===== src/rtl/bfm_pkg.sv =====
// ----------------------------------------------------------------------------
// bfm_pkg
// Shared types, constants and the byte-wide CRC-32 step for the Bloom filter
// membership unit.
// ----------------------------------------------------------------------------
package bfm_pkg;

	localparam int CRC_W        = 32;
	localparam int BYTE_W       = 8;
	localparam int ROW_W        = 8;
	localparam int BIT_OFF_W    = 3;
	localparam int CFG_IDX_W    = 2;
	localparam int CFG_DATA_W   = 31;
	localparam int NUM_BITS_W   = 17;
	localparam int NUM_HASHES_W = 4;
	localparam int SEED_W       = 31;
	localparam int COUNT_W      = 32;

	localparam logic [CRC_W-1:0]        CRC_POLY       = 32'hEDB8_8320;
	localparam logic [NUM_BITS_W-1:0]   NUM_BITS_RST   = 17'd65536;
	localparam logic [NUM_HASHES_W-1:0] NUM_HASHES_RST = 4'd4;
	localparam logic [COUNT_W-1:0]      COUNT_MAX      = '1;

	typedef enum logic [CFG_IDX_W-1:0] {
		CFG_NUM_BITS   = 2'd0,
		CFG_NUM_HASHES = 2'd1,
		CFG_HASH_SEED  = 2'd2
	} cfg_idx_t;

	typedef enum logic [2:0] {
		ST_CLEAR,
		ST_IDLE,
		ST_LOAD,
		ST_MOD,
		ST_CHECK,
		ST_FINISH
	} state_t;

	typedef enum logic {
		KIND_INSERT = 1'b0,
		KIND_QUERY  = 1'b1
	} kind_t;

	typedef struct packed {
		logic rd;
		logic wr;
	} mem_cmd_t;

	typedef struct packed {
		logic     key_stall;
		logic     mod_start;
		logic     res_load;
		mem_cmd_t mem;
	} ctrl_t;

	function automatic logic [CRC_W-1:0] crc_byte(input logic [CRC_W-1:0] crc_in,
		input logic [BYTE_W-1:0] data);
		logic [CRC_W-1:0] c;
		c = crc_in ^ CRC_W'(data);
		for (int b = 0; b < BYTE_W; b++) begin
			c = c[0] ? ((c >> 1) ^ CRC_POLY) : (c >> 1);
		end
		return c;
	endfunction

endpackage


===== src/rtl/bfm_mod_unit.sv =====
// ----------------------------------------------------------------------------
// bfm_mod_unit
// Restoring remainder unit: reduces a 32-bit hash modulo the filter size,
// one dividend bit per cycle.
// ----------------------------------------------------------------------------
module bfm_mod_unit
	import bfm_pkg::*;
#(
	parameter int IW = 16,
	parameter int MW = 17
) (
	input  logic              clk,
	input  logic              arst_n,
	input  logic              start,
	input  logic [CRC_W-1:0]  dividend,
	input  logic [MW-1:0]     modulus,
	output logic              busy,
	output logic              done,
	output logic [IW-1:0]     rem
);

	localparam int CNT_W = $clog2(CRC_W);
	localparam int RW    = IW + 1;
	localparam logic [CNT_W-1:0] LAST_STEP = CNT_W'(CRC_W - 1);

	logic [CNT_W-1:0] cnt_q;
	logic             busy_q;
	logic             done_q;
	logic [IW-1:0]    rem_q;
	logic [CRC_W-1:0] dvd_q;
	logic [RW-1:0]    shifted;
	logic [RW-1:0]    mod_ext;
	logic [RW-1:0]    rem_nxt;

	always_comb begin
		shifted = {rem_q, dvd_q[CRC_W-1]};
		mod_ext = RW'(modulus);
		rem_nxt = (shifted >= mod_ext) ? (shifted - mod_ext) : shifted;
	end

	always_ff @(posedge clk or negedge arst_n) begin
		if (!arst_n) begin
			busy_q <= 1'b0;
			done_q <= 1'b0;
			cnt_q  <= '0;
		end else if (start) begin
			busy_q <= 1'b1;
			done_q <= 1'b0;
			cnt_q  <= '0;
		end else if (busy_q) begin
			cnt_q <= cnt_q + CNT_W'(1);
			if (cnt_q == LAST_STEP) begin
				busy_q <= 1'b0;
				done_q <= 1'b1;
			end
		end else begin
			done_q <= 1'b0;
		end
	end

	always_ff @(posedge clk) begin
		if (start) begin
			rem_q <= '0;
			dvd_q <= dividend;
		end else if (busy_q) begin
			rem_q <= rem_nxt[IW-1:0];
			dvd_q <= dvd_q << 1;
		end
	end

	assign busy = busy_q;
	assign done = done_q;
	assign rem  = rem_q;

endmodule


===== config.mk =====
export PLATFORM = sky130hd
export DESIGN_NAME = bfm_mod_unit
export DESIGN_NICKNAME = d
export VERILOG_FILES = /design/src/rtl/bfm_pkg.sv /design/src/rtl/bfm_mod_unit.sv
export SDC_FILE = /design/constraint.sdc
export NUM_CORES = 1
export LEC_CHECK = 0
export ABC_AREA = 1
export BUFFER_PORTS_ARGS = -buffer_cell sky130_fd_sc_hd__buf_2
export CORE_ASPECT_RATIO = 1.2
export CORE_UTILIZATION = 30
export DETAILED_ROUTE_END_ITERATION = 8
export SYNTH_ARGS = -nofsm -noshare
export SYNTH_HDL_FRONTEND = slang
export SYNTH_SLANG_ARGS = --single-unit

===== constraint.sdc =====
create_clock -name clk -period 2 [get_ports clk]
set_input_delay 0.1 -clock clk [delete_from_list [all_inputs] [get_ports clk]]
set_output_delay 0.1 -clock clk [all_outputs]
set_load 0.01 [all_outputs]

==> results of run 1 <==
[power by group through the flow]
stage / combinational, mW / clock [mW] / sequential (mW)
after global routing: 1.58 / 1.08 / 1.46
final: 1.38 / 1.01 / 1.43
after detailed placement: 1.35 / 0 / 1.46
after global placement: 1.35 / 0 / 1.45
after CTS: 1.36 / 1.05 / 1.43
after floorplan: 0.938 / 0 / 1.49
[through the flow]
| stage | setup TNS [ns] | instance area (um^2) | hold slack, ns | cells |
|---|---|---|---|---|
| after detailed placement | 0 | 4150 | -0.0602 | 715 |
| after global routing | -0.0227 | 4370 | 0.0620 | 725 |
| after floorplan | 0 | 3540 | -0.196 | 487 |
| after CTS | 0 | 4330 | 0.0570 | 724 |
| final | 0 | 4370 | 0.0594 | 725 |
| after global placement | 0 | 4150 | -0.0624 | 715 |
[logic make-up (layout without fill, tap and decap cells)]
| logic type | count (synthesis) | in the layout | share of synthesized area (%) |
|---|---|---|---|
| compound gates | 27 | 27 | 4.17 |
| xor+xnor | 8 | 8 | 1.98 |
| fa+ha+maj | 20 | 20 | 7.27 |
| buf+inv | 83 | 164 | 9.43 |
| flops | 55 | 55 | 41.1 |
| simple gates | 294 | 294 | 36.1 |
[metal layers]
layer	part of all wire (%)	GRT usage (%)
met3	6.2	3.46
met4	2.2	5.43
met2	47	25.3
met1	45	17.1
met5	0	0
[placed cells by master, fill, tap and decap left out, types with 11 or more instances in the layout]
cell type | Yosys | layout
nand2_1 | 207 | 203
inv_1 | 71 | 69
buf_2 | 2 | 69
nand3_1 | 32 | 32
edfxtp_1 | 32 | 32
nor2_1 | 21 | 21
ha_1 | 19 | 17
dfxtp_1 | 16 | 15
buf_4 | 1 | 12
a21oi_1 | 12 | 11
[sequential cells by signal, summed over array words and instances, names as in the netlist]
name,count
dvd_q,32
busy,1
done,1
cnt_q,5
rem,16
[how the worst min path moves through the flow]
stage,start,to,slack [ns],cells past startpoint
4_1_cts,dividend[0],dvd_q[0],0.06,3
6_report,dividend[0],dvd_q[0],0.06,3
3_5_place_dp,arst_n,done,-0.06,1
2_1_floorplan,arst_n,busy,-0.20,0
3_3_place_gp,arst_n,done,-0.06,1
5_1_grt,dividend[0],dvd_q[0],0.06,3
[area by class of cell]
type | instances | share of cell area [%]
clock buffer | 6 | 2.95
inverter | 71 | 6.10
tap | 157 | 4.50
multi-input combinational | 349 | 40.8
timing repair buffer | 85 | 11.4
sequential | 55 | 33.4
clock inverter | 2 | 0.888
[critical path, stage by stage (launching register included)]
cell     delay, ns
dfxtp_1       0.32
ha_1          0.34
nand2_2       0.14
inv_1         0.05
nand2_1       0.05
nand2_1       0.08
inv_1         0.09
nand3_2       0.10
nand2_2       0.14
buf_4         0.20
nand3_1       0.08
nand3_1       0.08
o21ai_0       0.08
[timing repair]
item                                    in CTS  in global routing
endpoints found under the setup margin       0                 15
buffers inserted                             0                  1
endpoints found under the hold margin        7                  0
gates resized for setup                      0                 14
hold buffers                                 1                  0
==> flow_summary.yaml, run 1 <==
cts:
  cts_tree: "built"
  clkTransAtPathRegs_ns: 0.07
  cts_root_buf: "clkbuf_16"
  htreeDepth: 2
  clock_path_buffers: 2
  numCtsBuffers: 5
  clk_latency_ns: 0.29
  clock_sinks: 55
detailed_routing:
  vias: 3167
  dr.first_iter.drc_count: 146
  wl_um: 8240
  viasPerCell: 4.37
  drtPass1Iterations: 4
  wl_per_cell_um: 11.4
  ant_nets: 0
  drcViolationCount: 0
cells_and_area:
  ff_latch_area_mm2: 0.00146
  final_util_pct: 37.9
  drive_above_1_share_pct: 21.8
  multi_input_area_mm2: 0.00178
  synthToLayoutAreaGrowth_pct: 23.3
  fillers: 1261
  layout.nets: 639
  antenna_cells: 0
critical_path:
  rrSetupSlack_ns: 0.13
  worstReg2RegEnd: "rem[7]"
  timing_worst_setup_path_type: "flop to flop"
  crit_start: "rem[7]"
  cp_data_required_time_ns: 2.17
  r2r_cells: 12
  crit_end: "rem[7]"
  worstPathMaxFanout: 9
  r2r-start: "rem[7]"
  end_kind: "flop"
  worstPathArrival_ns: 2.04
  worstSetupStartpointType: "flop"
grt:
  grt_max_degree: 33
  antenna_found_initial: 0
  grt-ovfl-total: 0
  grt_usage_pct: 14.5
  grt_pass1_vias: 3136
  grt_pass1_wl_um: 14000
power:
  powerDensity_mw_per_mm2: 877
  combPwrFrac_pct: 36.1
  p_int_mw: 2.51
  clkPwrFrac_pct: 26.5
  swShare_pct: 34.6
  p_switching_mw: 1.32
  power_leakage_nw: 2.32
  total_power_mw: 3.83
  p_seq_share_pct: 37.5
  vdd_drop_max_v: 0.000514
die:
  dieArea_mm2: 0.0123
  num_rows: 43
  ios: 70
  die_h_um: 121
  die_w_um: 101
  core_mm2: 0.0115
  start_util_pct: 30.8
timing:
  setup_viol: 0
  min_period_ns: 1.87
  tightest_slew_ns: 0.311
  worst_slack_ns: 0.128
  drv_slew: 0
  fmax_mhz: 534
  grt_setup_unrepaired: "true"
  finalHoldViolCount: 0
  fin_crit_sh_pct: 93.6
  slew_headroom_pct: 79.2
  finClkSkew_ns: 0.00445
yosys:
  synth_edf_count: 32
  yosysWarnings: 0
  yosysTopAreaCellShare_pct: 27.1
  netlist_instances: 487
  yosys.area.top_type: "edfxtp_1"
  synth_area_per_cell_um2: 7.28
  yosys-top-cells-count: "nand2_1 (207), inv_1 (71), edfxtp_1 (32), nand3_1 (32), nor2_1 (21)"
  async_reset_ff_share_pct: 12.7
  synth-main-ff-cell: "edfxtp_1"
  ys_ff_latch: 55
  synthMostInstantiatedCell: "nand2_1"
  syn_area_mm2: 0.00354
  ys_seq_area_share_pct: 41.1
  synth_area_leaders: "edfxtp_1 (27%), nand2_1 (22%), dfxtp_1 (9.0%), inv_1 (7.5%), ha_1 (6.7%)"
  yosysUniqueCellTypes: 31
  synth_fp_nets: 559
job:
  maxCapViolations: 0
status:
  status: "finished clean"
placement:
  gp_congestion: 0.890
  hpwlAfterDp_um: 6220
  pre_cts_ws_ns: 0.0829
  portBuffers: 69
hold_path:
  hold_path_class: "primary input to flop"
(Power assumes the default switching activity.)
==> inputs of run 2 (changes only) <==
Settings changed: CORE_MARGIN from default to 2, SETUP_SLACK_MARGIN from default to 0.2.
==> run 2 against run 1 <==
Effect of this change:
- register-to-register slack got worse by 0.05 ns
- sequential power rose by 4%
- global-route usage fell by 0.36 points
- cell count rose by 1.8%
- via count rose by 5.4%
- cell area rose by 12%
- count of clock-buffer cells in the layout did not move
- combinational power rose by 29%
- critical path depth rose by 2
- fmax fell by 2.5%
- routed wire length rose by 13%
- critical path type unchanged
- largest power group is now combinational cells
==> flow_summary.yaml, run 2 (synthesis gave the netlist of run 1 again) <==
critical_path:
  worstPathMaxFanout: 4
  end_kind: "flop"
  worstPathArrival_ns: 2.11
  r2r_cells: 14
  cp_data_required_time_ns: 2.19
  worstSetupStartpointType: "flop"
  r2r-start: "dvd_q[31]"
  rrSetupSlack_ns: 0.08
  worstReg2RegEnd: "rem[14]"
  timing_worst_setup_path_type: "flop to flop"
cells_and_area:
  layout.nets: 652
  final_util_pct: 42.1
  largest_reg_flops: 32
  regMostFlops: "dvd_q"
  drive_above_1_share_pct: 32.7
  fin_cells: 738
  antenna_cells: 0
  synthToLayoutAreaGrowth_pct: 37.5
  layout_common_cells: "nand2_1 (190), buf_2 (69), inv_1 (66), edfxtp_1 (32), nand3_1 (26)"
  design_area_mm2: 0.00487
  final_common_cell: "nand2_1"
grt:
  antenna_found_initial: 0
  top_usage_layer: "met2"
  grt_pass1_wl_um: 14300
  grt-ovfl-total: 0
  grt_usage_pct: 14.2
  grt_max_degree: 33
  grt_pass1_vias: 3086
  grtUsageMet2_pct: 23.9
  grt_util_met3_pct: 3.17
  use_met1_pct: 17.9
die:
  ios: 70
  dieArea_mm2: 0.0127
  num_rows: 43
  start_util_pct: 30.6
  die_h_um: 123
  die_w_um: 103
  core_mm2: 0.0116
cts:
  cts_tree: "built"
  clock_sinks: 55
  numCtsBuffers: 5
  cts_root_buf: "clkbuf_16"
  clkTransAtPathRegs_ns: 0.08
  htreeDepth: 2
  clock_path_buffers: 2
  clk_latency_ns: 0.30
timing:
  fin_crit_sh_pct: 96.0
  worst_slack_ns: 0.0802
  min_period_ns: 1.92
  drv_slew: 0
  slew_headroom_pct: 78.1
  setup_viol: 0
  whs_ns: 0.0605
  finalHoldViolCount: 0
  fmax_mhz: 521
  grt_setup_unrepaired: "true"
  finClkSkew_ns: 0.00662
  tightest_slew_ns: 0.328
  finalSetupTns_ns: 0
placement:
  post-place-cells: 712
  gp_congestion: 0.911
  dpl_cell_area_mm2: 0.00413
  pre_cts_ws_ns: 0.0668
  hpwlAfterDp_um: 6380
  portBuffers: 69
detailed_routing:
  ant_nets: 0
  drcViolationCount: 0
  vias: 3337
  wl_um: 9340
  drtPass1Iterations: 7
  dr.first_iter.drc_count: 133
  viasPerCell: 4.52
  wl_per_cell_um: 12.7
power:
  power_leakage_nw: 2.44
  vdd_drop_max_v: 0.000433
  powerDensity_mw_per_mm2: 857
  total_power_mw: 4.17
hold_path:
  hp-start: "dividend[0]"
  min_to: "dvd_q[0]"
  hold_path_depth: 3
  hold_path_class: "primary input to flop"
job:
  maxCapViolations: 0
status:
  status: "finished clean"
run 2: cell count changes in the layout (fill, tap and decap cells not counted), moves of 4 or more:
cell / before / now
nand2_4: 0 / 4
nand2_1: 203 / 190
buf_4: 12 / 20
ha_4: 0 / 17
dfxtp_2: 1 / 7
dfxtp_1: 15 / 3
nand3_1: 32 / 26
ha_1: 17 / 2
dfxtp_4: 0 / 6
nand3_2: 8 / 13
nand2_2: 9 / 18
run 2: per-layer routing:
layer | vias to the layer above | wire [um]
met5 | - | 0
met4 | 0 | 229
met3 | 21 | 530
met2 | 105 | 4480
met1 | 1495 | 4110
li1 | 1716 | -
run 2: cell type report:
class,instances,area (um^2)
Clock buffer,6,129
Clock inverter,2,16.3
Fill cell,1155,6690
Inverter,71,269
Multi-Input combinational cell,351,2160
Sequential cell,55,1490
Tap cell,157,196
Timing Repair Buffer,96,617
run 2: worst max-delay path by stage:
| stage | startpoint | end | depth (start not counted) |
|---|---|---|---|
| 2_1_floorplan | rem[1] | rem[7] | 12 |
| 3_3_place_gp | dvd_q[31] | rem[8] | 11 |
| 3_5_place_dp | dvd_q[31] | rem[10] | 14 |
| 4_1_cts | dvd_q[31] | rem[14] | 14 |
| 5_1_grt | dvd_q[31] | rem[14] | 14 |
| 6_report | dvd_q[31] | rem[14] | 14 |
run 2: power breakdown:
part | switching [mW] | internal (mW) | total, mW
combinational | 0.979 | 0.798 | 1.78
sequential | 0.124 | 1.37 | 1.49
clock | 0.433 | 0.471 | 0.904
run 2: worst max-delay path: stages (launching register included):
cell      delay [ns]
edfxtp_1        0.38
inv_2           0.09
ha_4            0.13
inv_4           0.04
fa_2            0.39
nand2_2         0.10
nand2_1         0.05
nand3b_1        0.10
nand2_2         0.11
nand2_2         0.09
nand2_2         0.06
nand2_2         0.08
nand3_2         0.08
nand3_2         0.07
nand2_1         0.05
run 2: repair_timing:
item                                    CTS  global route
pin swaps                                 3            24
endpoints found under the setup margin   16            16
buffers inserted                          2            12
resized for setup                        28            66
hold buffers                              1             0
gates cloned                              0             3
hold endpoints to repair                  7             0
==> inputs of run 3 (changes only) <==
Settings changed: MAX_ROUTING_LAYER from default to met4.
==> run 3 against run 2 <==
Effect of this change:
- count of clock-buffer cells in the layout unchanged
- global-route usage increased by 0.41 points
- combinational power hardly changed
- critical path depth did not move
- die area did not move
- worst hold slack is essentially flat
- sequential share of layout area is 0.079 points higher
- critical path type unchanged
- largest power group unchanged
==> flow_summary.yaml, run 3 (synthesis gave the netlist of run 1 again) <==
status:
  status: "finished clean"
timing:
  slew_headroom_pct: 78.0
  setup_viol: 0
  drv_slew: 0
  worst_slack_ns: 0.0615
  tightest_slew_ns: 0.330
  grt_setup_unrepaired: "true"
  min_period_ns: 1.94
  fmax_mhz: 516
  finalSetupTns_ns: 0
  fin_crit_sh_pct: 96.9
  whs_ns: 0.0604
  finalHoldViolCount: 0
  finClkSkew_ns: 0.00656
cts:
  htreeDepth: 2
  clkTransAtPathRegs_ns: 0.08
  clk_latency_ns: 0.30
  cts_root_buf: "clkbuf_16"
  clock_sinks: 55
  clock_path_buffers: 2
  cts_tree: "built"
  numCtsBuffers: 5
critical_path:
  crit_start: "dvd_q[31]"
  r2r_cells: 14
  worstSetupStartpointType: "flop"
  worstPathArrival_ns: 2.13
  worstPathMaxFanout: 4
  timing_worst_setup_path_type: "flop to flop"
  cp_data_required_time_ns: 2.19
  end_kind: "flop"
  r2r-start: "dvd_q[31]"
cells_and_area:
  layout_common_cells: "nand2_1 (195), buf_2 (69), inv_1 (67), edfxtp_1 (32), nand3_1 (27)"
  fin_cells: 738
  antenna_cells: 0
  largest_reg_flops: 32
  synthToLayoutAreaGrowth_pct: 37.2
  final_util_pct: 42.0
  drive_above_1_share_pct: 31.3
  regMostFlops: "dvd_q"
  final_common_cell: "nand2_1"
  layout.nets: 652
placement:
  gp_congestion: 0.927
  portBuffers: 69
  post-place-cells: 712
  hpwlAfterDp_um: 6380
  pre_cts_ws_ns: 0.0668
die:
  core_mm2: 0.0116
  ios: 70
  die_w_um: 103
  num_rows: 43
  dieArea_mm2: 0.0127
  start_util_pct: 30.6
  die_h_um: 123
grt:
  grt_pass1_vias: 3088
  grt-ovfl-total: 0
  grt_usage_pct: 14.6
  antenna_found_initial: 0
  grt_pass1_wl_um: 14300
  grt_max_degree: 33
detailed_routing:
  viasPerCell: 4.49
  drtPass1Iterations: 4
  wl_per_cell_um: 12.6
  vias: 3312
  drcViolationCount: 0
  ant_nets: 0
  wl_um: 9300
  dr.first_iter.drc_count: 141
hold_path:
  hold_path_class: "primary input to flop"
  hold_path_depth: 3
  hp-start: "dividend[0]"
job:
  maxCapViolations: 0
power:
  powerDensity_mw_per_mm2: 855
  power_leakage_nw: 2.43
  vdd_drop_max_v: 0.000436
[run 3: final cells by class]
class                           count  area [um^2]
Clock buffer                        6          129
Clock inverter                      2         16.3
Fill cell                        1154         6710
Inverter                           71          269
Multi-Input combinational cell    351         2150
Sequential cell                    55         1490
Tap cell                          157          196
Timing Repair Buffer               96          616
[run 3: critical path, stage by stage, from the launching register on]
cell	delay, ns
edfxtp_1	0.38
inv_2	0.09
ha_4	0.13
inv_4	0.04
fa_2	0.39
nand2_2	0.10
nand2_1	0.06
nand3b_1	0.10
nand2_2	0.11
nand2_2	0.09
nand2_2	0.06
nand2_2	0.08
nand3_2	0.08
nand3_2	0.07
nand2_1	0.05
[run 3: repair_timing]
action	4_1_cts	5_1_grt
resized for setup	28	62
buffers inserted	2	12
pin swaps	3	15
hold buffers	1	0
gates cloned	0	3
hold endpoints to repair	7	0
endpoints found under the setup margin	16	16
[run 3: power by group]
| group | internal, mW | switching (mW) | total, mW |
|---|---|---|---|
| Combinational | 0.791 | 0.969 | 1.76 |
| Sequential | 1.37 | 0.122 | 1.49 |
| Clock | 0.471 | 0.431 | 0.903 |
[run 3: metal layers]
| layer | vias to the layer above | wire [um] | global-route usage [%] |
|---|---|---|---|
| met1 | 1469 | 4080 | 18.0 |
| met5 | - | 0 | - |
| met4 | 0 | 184 | 4.52 |
| met3 | 14 | 529 | 3.00 |
| met2 | 109 | 4500 | 23.9 |
| li1 | 1720 | - | - |
[run 3: metrics by stage]
step / instance area [um^2] / power (mW)
floorplan: 3540 / 2.42
global placement: 4130 / 2.78
detailed placement: 4130 / 2.79
CTS: 4480 / 3.86
global route: 4860 / 4.44
finish: 4860 / 4.15
[run 3: final timing paths]
check / end / slack [ns]
max in group asynchronous: cnt_q[1] / 1.68
setup reg to reg: rem[14] / 0.06
setup / recovery: rem[14] / 0.06
hold / removal: dvd_q[0] / 0.06
min in group asynchronous: cnt_q[0] / 0.16
hold reg to reg: rem[12] / 0.49
